==> config.mk <==
export PLATFORM = sky130hd
export DESIGN_NAME = ppht_ctrl
export DESIGN_NICKNAME = d
export VERILOG_FILES = /design/src/rtl/ppht_pkg.sv /design/src/rtl/ppht_ctrl.sv
export SDC_FILE = /design/constraint.sdc
export NUM_CORES = 1
export LEC_CHECK = 0
export ABC_AREA = 1
export BUFFER_PORTS_ARGS = -buffer_cell sky130_fd_sc_hd__clkbuf_2
export CORE_AREA = 2 2 39 41
export DETAILED_ROUTE_END_ITERATION = 7
export DIE_AREA = 0 0 41 43
export HOLD_SLACK_MARGIN = 0.03
export PLACE_DENSITY = 0.37
export SLEW_MARGIN = 20
export SYNTH_ARGS = -nofsm -noshare
export SYNTH_HDL_FRONTEND = slang
export SYNTH_SLANG_ARGS = --single-unit
==> constraint.sdc <==
create_clock -name clk -period 1.4 [get_ports clk]
set_input_delay 0.21 -clock clk [delete_from_list [all_inputs] [get_ports clk]]
set_output_delay 0.21 -clock clk [all_outputs]
set_load 0.005 [all_outputs]
==> src/rtl/ppht_pkg.sv <==
`timescale 1ns / 1ps

package ppht_pkg;

  // Largest table: 2**MAX_TABLE_BITS slots in each store.
  localparam int MAX_TABLE_BITS = 10;
  localparam int MIN_TABLE_BITS = 3;
  localparam int STORE_DEPTH    = 1 << MAX_TABLE_BITS;
  // Counts and probe step counters must hold size + 8.
  localparam int CNT_W          = MAX_TABLE_BITS + 1;
  localparam int PERTURB_SHR_BITS = 5;

  // Request codes.
  localparam logic [1:0] REQ_LOOKUP = 2'd0;
  localparam logic [1:0] REQ_INSERT = 2'd1;
  localparam logic [1:0] REQ_REMOVE = 2'd2;

  // Response status codes.
  localparam logic [1:0] ST_OK     = 2'd0;
  localparam logic [1:0] ST_ABSENT = 2'd1;
  localparam logic [1:0] ST_DUP    = 2'd2;
  localparam logic [1:0] ST_FULL   = 2'd3;

  // Configuration register index (paddr bit 2 selects the word).
  localparam logic CFG_IDX_TABLE_BITS = 1'b0;
  localparam logic [3:0] TABLE_BITS_RESET = 4'd3;

  typedef struct packed {
    logic [1:0]  req_type;
    logic [31:0] key;
    logic [31:0] hash;
    logic [31:0] value;
  } ppht_req_t;

  typedef struct packed {
    logic [1:0]  status;
    logic [31:0] value_out;
    logic [9:0]  slot;
  } ppht_rsp_t;

  // Commands from the controller to the datapath.
  typedef struct packed {
    logic clear;
    logic accept;
    logic probe;
    logic commit;
  } ppht_cmd_t;

  // Status from the datapath to the controller.
  typedef struct packed {
    logic clear_done;
    logic probe_done;
  } ppht_sts_t;

  // Load limit (size + 1) * 2 / 3 for each table size.
  function automatic logic [CNT_W-1:0] load_limit(input logic [3:0] bits);
    logic [CNT_W-1:0] lim;
    unique case (bits)
      4'd3:    lim = CNT_W'(6);
      4'd4:    lim = CNT_W'(11);
      4'd5:    lim = CNT_W'(22);
      4'd6:    lim = CNT_W'(43);
      4'd7:    lim = CNT_W'(86);
      4'd8:    lim = CNT_W'(171);
      4'd9:    lim = CNT_W'(342);
      4'd10:   lim = CNT_W'(683);
      default: lim = CNT_W'(6);
    endcase
    return lim;
  endfunction

endpackage

==> src/rtl/ppht_ctrl.sv <==
`timescale 1ns / 1ps

module ppht_ctrl (
  input  logic                 clk,
  input  logic                 rst,
  input  logic                 req_valid,
  output logic                 req_ready,
  output logic                 rsp_valid,
  input  logic                 rsp_ready,
  input  ppht_pkg::ppht_sts_t  sts,
  output ppht_pkg::ppht_cmd_t  cmd
);

  localparam logic [1:0] S_CLEAR = 2'd0;
  localparam logic [1:0] S_IDLE  = 2'd1;
  localparam logic [1:0] S_PROBE = 2'd2;
  localparam logic [1:0] S_DONE  = 2'd3;

  logic [1:0] state;
  logic [1:0] state_next;
  logic       rsp_free;

  // The result register can take a new item when empty or being drained.
  assign rsp_free  = !rsp_valid || rsp_ready;
  assign req_ready = (state == S_IDLE);

  // Commands to the datapath.
  always_comb begin
    cmd.clear  = (state == S_CLEAR);
    cmd.accept = (state == S_IDLE) && req_valid;
    cmd.probe  = (state == S_PROBE);
    cmd.commit = (state == S_DONE) && rsp_free;
  end

  // Next state.
  always_comb begin
    state_next = state;
    unique case (state)
      S_CLEAR: begin
        if (sts.clear_done) state_next = S_IDLE;
      end
      S_IDLE: begin
        if (req_valid) state_next = S_PROBE;
      end
      S_PROBE: begin
        if (sts.probe_done) state_next = S_DONE;
      end
      S_DONE: begin
        if (rsp_free) state_next = S_IDLE;
      end
      default: state_next = S_CLEAR;
    endcase
  end

  // State and result valid flag.
  always_ff @(posedge clk) begin
    if (rst) begin
      state     <= S_CLEAR;
      rsp_valid <= 1'b0;
    end else begin
      state <= state_next;
      if (cmd.commit) begin
        rsp_valid <= 1'b1;
      end else if (rsp_ready) begin
        rsp_valid <= 1'b0;
      end
    end
  end

endmodule

==> results.yml, run 1 <==
finish:
  diodes: 0
  regArea_sq_um: 60.1
  nets: 64
  n_fill_cell: 163
  final_cell_mix: "11 x clkbuf_2, 9 x inv_1, 7 x nand2_1"
  finalInstanceArea_sq_um: 359
  post-route-util_pct: 25.9
  syn_to_final_growth_pct: 39.3
  final_layout_size_suffix_gt1_share_pct: 38.5
  multiInputGateArea_sq_um: 160
  final_common_cell: "clkbuf_2"
placed_design:
  postPlaceCellArea_sq_um: 333
  hpwl_um: 347
  place_congestion: 0.552
  io_buffers: 11
  dp_slack_ps: 144
worst_setup_path:
  crit_arrival_ps: 1100
  worstSetupStartpointType: "flop"
  path_class: "reg -> out"
  crit_path_end_kind: "output port"
  crit_top_cell: "inv_1"
  critPathTopFamily: "flip-flops"
  worstPathRequired_ps: 1190
  worstPathMaxFanout: 4
  cp_num_buf_inv: 3
  crit_chain: "inv_1, ha_1, nand2_1, inv_1, clkbuf_2"
  worst_path_max_delay_cell: "dfxtp_1"
  slowest_delay_ps: 370
yosys:
  synth.distinct_cells: 11
  yosysWarnings: 0
  ys_seq_elements: 3
  syn_nets: 48
  syn_area_sq_um: 258
  postSynthCellCount: 37
  ys_seq_area_share_pct: 23.3
  avgSynthCellArea_sq_um: 6.97
power_and_ir_drop:
  peakVddDrop_mv: 0.373
  p_leak_nw: 0.225
  power_density_nw_per_um2: 1640
timing:
  finalMaxSlewViolations: 0
  rsz0062_at_grt: "false"
  fin_crit_sh_pct: 93.9
  finalSetupViolations: 0
  fin_ws_ps: 86.1
  max_slew.worst_pin.slew_ps: 176
  slew_headroom_pct: 88.3
  setup_tns_ps: 0
  post-route-min-period_ps: 1310
  timing.fmax_mhz: 761
  finalHoldViolCount: 0
  finClkSkew_ps: 0.672
global_route:
  grt_first_pass_wirelength_um: 517
  grt-ovfl-total: 0
  grt_start_max_net_pins: 6
  grt_usage_pct: 4.41
  grt_pass1_vias: 159
  antenna_found_initial: 0
clock_network:
  cts_root_buf: "clkbuf_4"
  ctsLongestPathBuffers: 2
  clock_latency_ps: 230
  cts_tree: "built"
  clock-sinks: 3
  cts_resized: 0
  ctsHtreeMaxLevel: 1
  clk_pin_slew_ps: 30
  hold_buffers: 0
  postCtsSetupRepairBufs: 0
  cts-buffers-inserted: 3
drt:
  drt-total-wl_um: 387
  vias_per_cell: 3.51
  drt_iter0_markers: 2
  wl_per_cell_um: 5.69
  postRouteAntennaNets: 0
  drcViolationCount: 0
  drtPass1Iterations: 2
  vias: 239
job:
  maxCapViolations: 0
floorplanning:
  start_util_pct: 18.6
  core_sq_um: 1380
  design.portCount: 12
  die-area_sq_um: 1760
  num_rows: 14
  dieHeight_um: 43
  dieWidth_um: 41
hold_path:
  min_path_type: "in -> reg"
status:
  outcome: "complete, no violations"
-- worst register-to-register path: stages (launching register included) --
cell     delay, ps
dfxtp_1        390
inv_1           90
ha_1           240
nand2_4         80
nand2_2         50
nor2_4         130
nand2_1         60
nand2_1         50
nor2_1          30
-- cell type report --
class	count	share of cell area, %
well taps	16	5.57
clock buffers	4	7.32
repair buffers	11	15.3
inverters	10	10.5
multi-input cells	24	44.6
flip-flops and latches	3	16.7
-- worst paths after layout --
kind                                  to              startpoint  cells past startpoint  slack [ps]
hold / removal    rsp_valid$_SDFFE_PP0P_                     rst                      2         160
setup / recovery                  cmd[2]   state[1]$_SDFFE_PP0P_                      5          90
hold reg to reg   rsp_valid$_SDFFE_PP0P_  rsp_valid$_SDFFE_PP0P_                      2         490
setup reg to reg   state[1]$_SDFFE_PP0P_   state[0]$_SDFFE_PP0P_                      8         170
-- power breakdown --
group	leakage [nW]	switching [mW]	internal, mW
Clock	0.0150	0.0410	0.107
Sequential	0.0248	0.0321	0.115
Combinational	0.185	0.160	0.134
-- flip-flops by register name (all words and copies together), names as in the netlist --
signal / count
rsp_valid: 1
state: 2
-- cells in the mapped netlist (all sizes together) --
cell   count  area, sq um
a21oi      2         10.0
dfxtp      3         60.1
ha         5         62.6
inv       10         37.5
nand2     11         56.3
nand3      1         5.00
nor2       5         26.3
-- cells by family after synthesis --
logic type | count (synthesis) | share of synthesized area (%)
AOI/OAI and AO/OA | 2 | 3.88
adders and majority gates | 5 | 24.3
buffers and inverters | 10 | 14.6
DFF | 3 | 23.3
and+or+nand+nor | 17 | 34.0
-- through the flow --
step	power, mW	hold slack, ps	std cells
floorplan	0.360	279	37
global placement	0.456	391	64
detailed placement	0.451	398	64
CTS	0.608	151	68
global route	0.665	157	68
finish	0.588	158	68
-- layer usage --
layer  track usage [%]  vias up  wire length [um]
li1                  -      135                 -
met1              4.15       99               170
met2              6.88        5               200
met3              3.14        0                16
met4              2.00        0                 0
met5                 0        -                 0
Power figures use the tool's default switching activity.
==> run 2: changes to the inputs <==
- ABC_AREA: 1 -> 0
- MAX_ROUTING_LAYER: unset -> met4
- PLACE_DENSITY: 0.37 -> 0.38
==> results.yml, run 2 <==
status:
  outcome: "complete, but fails checks"
  failed_checks: "setup timing"
finish:
  final_common_cell: "clkbuf_2"
  regMostFlops: "state"
  syn_to_final_growth_pct: 91.0
  largest_register_ffs: 2
  final_layout_size_suffix_gt1_share_pct: 78.0
  diodes: 0
  reg.largest.list: "state x2, rsp_valid x1"
  final_cell_mix: "11 x clkbuf_2, 8 x buf_4, 4 x nor2b_4, 4 x nor2_1, 3 x clkbuf_4"
  post-route-util_pct: 36.6
  nets: 62
  stdcell_count: 66
yosys:
  synth_top_area_share_pct: 23.6
  synthArstFlopShare_pct: 0
  synth-compound-area-share_pct: 10.4
  postSynthCellCount: 25
  synth_adder_area_share_pct: 23.6
  syn_area_sq_um: 265
  synth-simple-area-share_pct: 31.1
  yosysWarnings: 0
  synth_area_leaders: "ha_1 24%, dfxtp_1 23%, a2111oi_4 10%"
  ys_seq_elements: 3
  avgSynthCellArea_sq_um: 10.6
  synthFlopType: "dfxtp_1"
  synth.distinct_cells: 12
  yosysMostFrequentCell: "ha_1"
  synth_top_family_by_area: "simple AND/OR/NAND/NOR gates"
  synth_xor_area_share_pct: 0
  synth_edf_count: 0
  ys_seq_area_share_pct: 22.6
  synthTopCellsByCount: "5 x ha_1, 4 x nor2_1, 3 x dfxtp_1"
  syn_nets: 36
  synth_area_leader_cell: "ha_1"
  synthMuxAreaShare_pct: 9.43
worst_setup_path:
  crit_path_end_kind: "flop"
  critPathTopFamily: "flip-flops"
  worstPathMaxFanout: 4
  cp_num_buf_inv: 1
  slowest_delay_ps: 370
  crit_chain: "inv_4, ha_4, nor2b_4, a2111oi_4, mux2_4"
  path_class: "reg -> reg"
  worstPathRequired_ps: 1520
  crit_arrival_ps: 1610
  worstSetupStartpointType: "flop"
  worst_path_max_delay_cell: "dfxtp_4"
power_and_ir_drop:
  power.switching_mw: 0.331
  power_density_nw_per_um2: 2050
  p_leak_nw: 0.241
  internal_power_mw: 0.709
  p_clk_share_pct: 14.4
  p_sw_share_pct: 31.8
  power_frac_seq_pct: 18.0
  peakVddDrop_mv: 0.606
  pwr-share-comb_pct: 67.6
placed_design:
  place_congestion: 0.761
  io_buffers: 11
  hpwl_um: 456
  place_inst: 58
timing:
  finalSetupViolations: 4
  fin_ws_ps: -97.7
  fin_crit_sh_pct: 107
  max_slew.worst_pin.slew_ps: 304
  finClkSkew_ps: 3.19
  timing.fmax_mhz: 668
  rsz0062_at_grt: "true"
  slew_headroom_pct: 79.7
  finalHoldViolCount: 0
  setup_tns_ps: -280
  finalMaxSlewViolations: 0
  post-route-min-period_ps: 1500
drt:
  drt-total-wl_um: 566
  drcViolationCount: 0
  wl_per_cell_um: 8.58
  postRouteAntennaNets: 0
  drtPass1Iterations: 1
  drt_iter0_markers: 0
  vias: 247
  vias_per_cell: 3.74
global_route:
  grt_pass1_vias: 256
  grt-ovfl-total: 0
  antenna_found_initial: 0
  grt_usage_pct: 8.73
  grt_first_pass_wirelength_um: 993
  grt_start_max_net_pins: 6
job:
  maxCapViolations: 0
clock_network:
  cts_tree: "built"
  clock_latency_ps: 230
  cts-buffers-inserted: 3
  hold_buffers: 0
  ctsLongestPathBuffers: 2
  clk_pin_slew_ps: 40
  cts_root_buf: "clkbuf_4"
  ctsHtreeMaxLevel: 1
  clock-sinks: 3
floorplanning:
  dieHeight_um: 43
  num_rows: 14
  core_sq_um: 1380
  dieWidth_um: 41
  die-area_sq_um: 1760
  start_util_pct: 19.2
  design.portCount: 12
hold_path:
  min_path_type: "in -> reg"
-- run 2: cell count changes after synthesis, sizes merged, moves of 2 or more --
cell	previous run	this run
nand2	11	0
nand2b	0	2
inv	10	2
a21oi	2	0
nor2b	0	4
-- run 2: worst paths after layout --
| check | cells after the start | slack (ps) | from | end |
|---|---|---|---|---|
| min reg2reg | 2 | 520 | state[1]$_SDFFE_PP0P_ | state[1]$_SDFFE_PP0P_ |
| max | 5 | -100 | state[1]$_SDFFE_PP0P_ | state[0]$_SDFFE_PP0P_ |
| min | 2 | 200 | rst | rsp_valid$_SDFFE_PP0P_ |
| max reg2reg | 5 | -100 | state[1]$_SDFFE_PP0P_ | state[0]$_SDFFE_PP0P_ |
-- run 2: per-stage QoR --
step                      setup slack [ps]  hold WS [ps]  power [mW]  instance area, sq um
after floorplan                      -72.0           282       0.477                   300
after global placement                -115           437       0.708                   420
after detailed placement              -116           446       0.717                   420
after CTS                             -108           199        1.01                   489
after global routing                  -150           203        1.14                   507
final                                -97.7           204        1.04                   507
-- run 2: per-layer routing --
metal / up-vias / share of wire (%) / track usage, %
met3: 0 / 3.2 / 4.71
met4: 0 / 0 / 4.00
li1: 130 / - / -
met5: - / 0 / -
met1: 112 / 43 / 8.63
met2: 5 / 54 / 13.4
-- run 2: cell families after synthesis --
| group | after synthesis |
|---|---|
| AND/OR/NAND/NOR | 12 |
| adder cells (fa/ha/maj) | 5 |
| flip-flops | 3 |
| buffers and inverters | 2 |
| multiplexers | 2 |
| AO/OA/AOI/OAI | 1 |
-- run 2: area by class of cell --
type                    instances  area, sq um
inverters                       2         12.5
fillers                       152          877
well taps                      16         20.0
flip-flops and latches          3         67.6
multi-input cells              20          243
repair buffers                 21          138
clock buffers                   4         26.3
-- run 2: timing repair --
action,CTS,global route
cloned,0,0
setup buffers,2,2
pin swaps,1,1
resized for setup,7,1
endpoints found under the setup margin,3,5
-- run 2: power groups by stage --
stage | clock network (mW) | logic (mW) | registers [mW]
2_1_floorplan | 0 | 0.309 | 0.167
3_3_place_gp | 0 | 0.527 | 0.181
3_5_place_dp | 0 | 0.535 | 0.182
4_1_cts | 0.159 | 0.662 | 0.185
5_1_grt | 0.171 | 0.773 | 0.194
6_report | 0.150 | 0.704 | 0.187
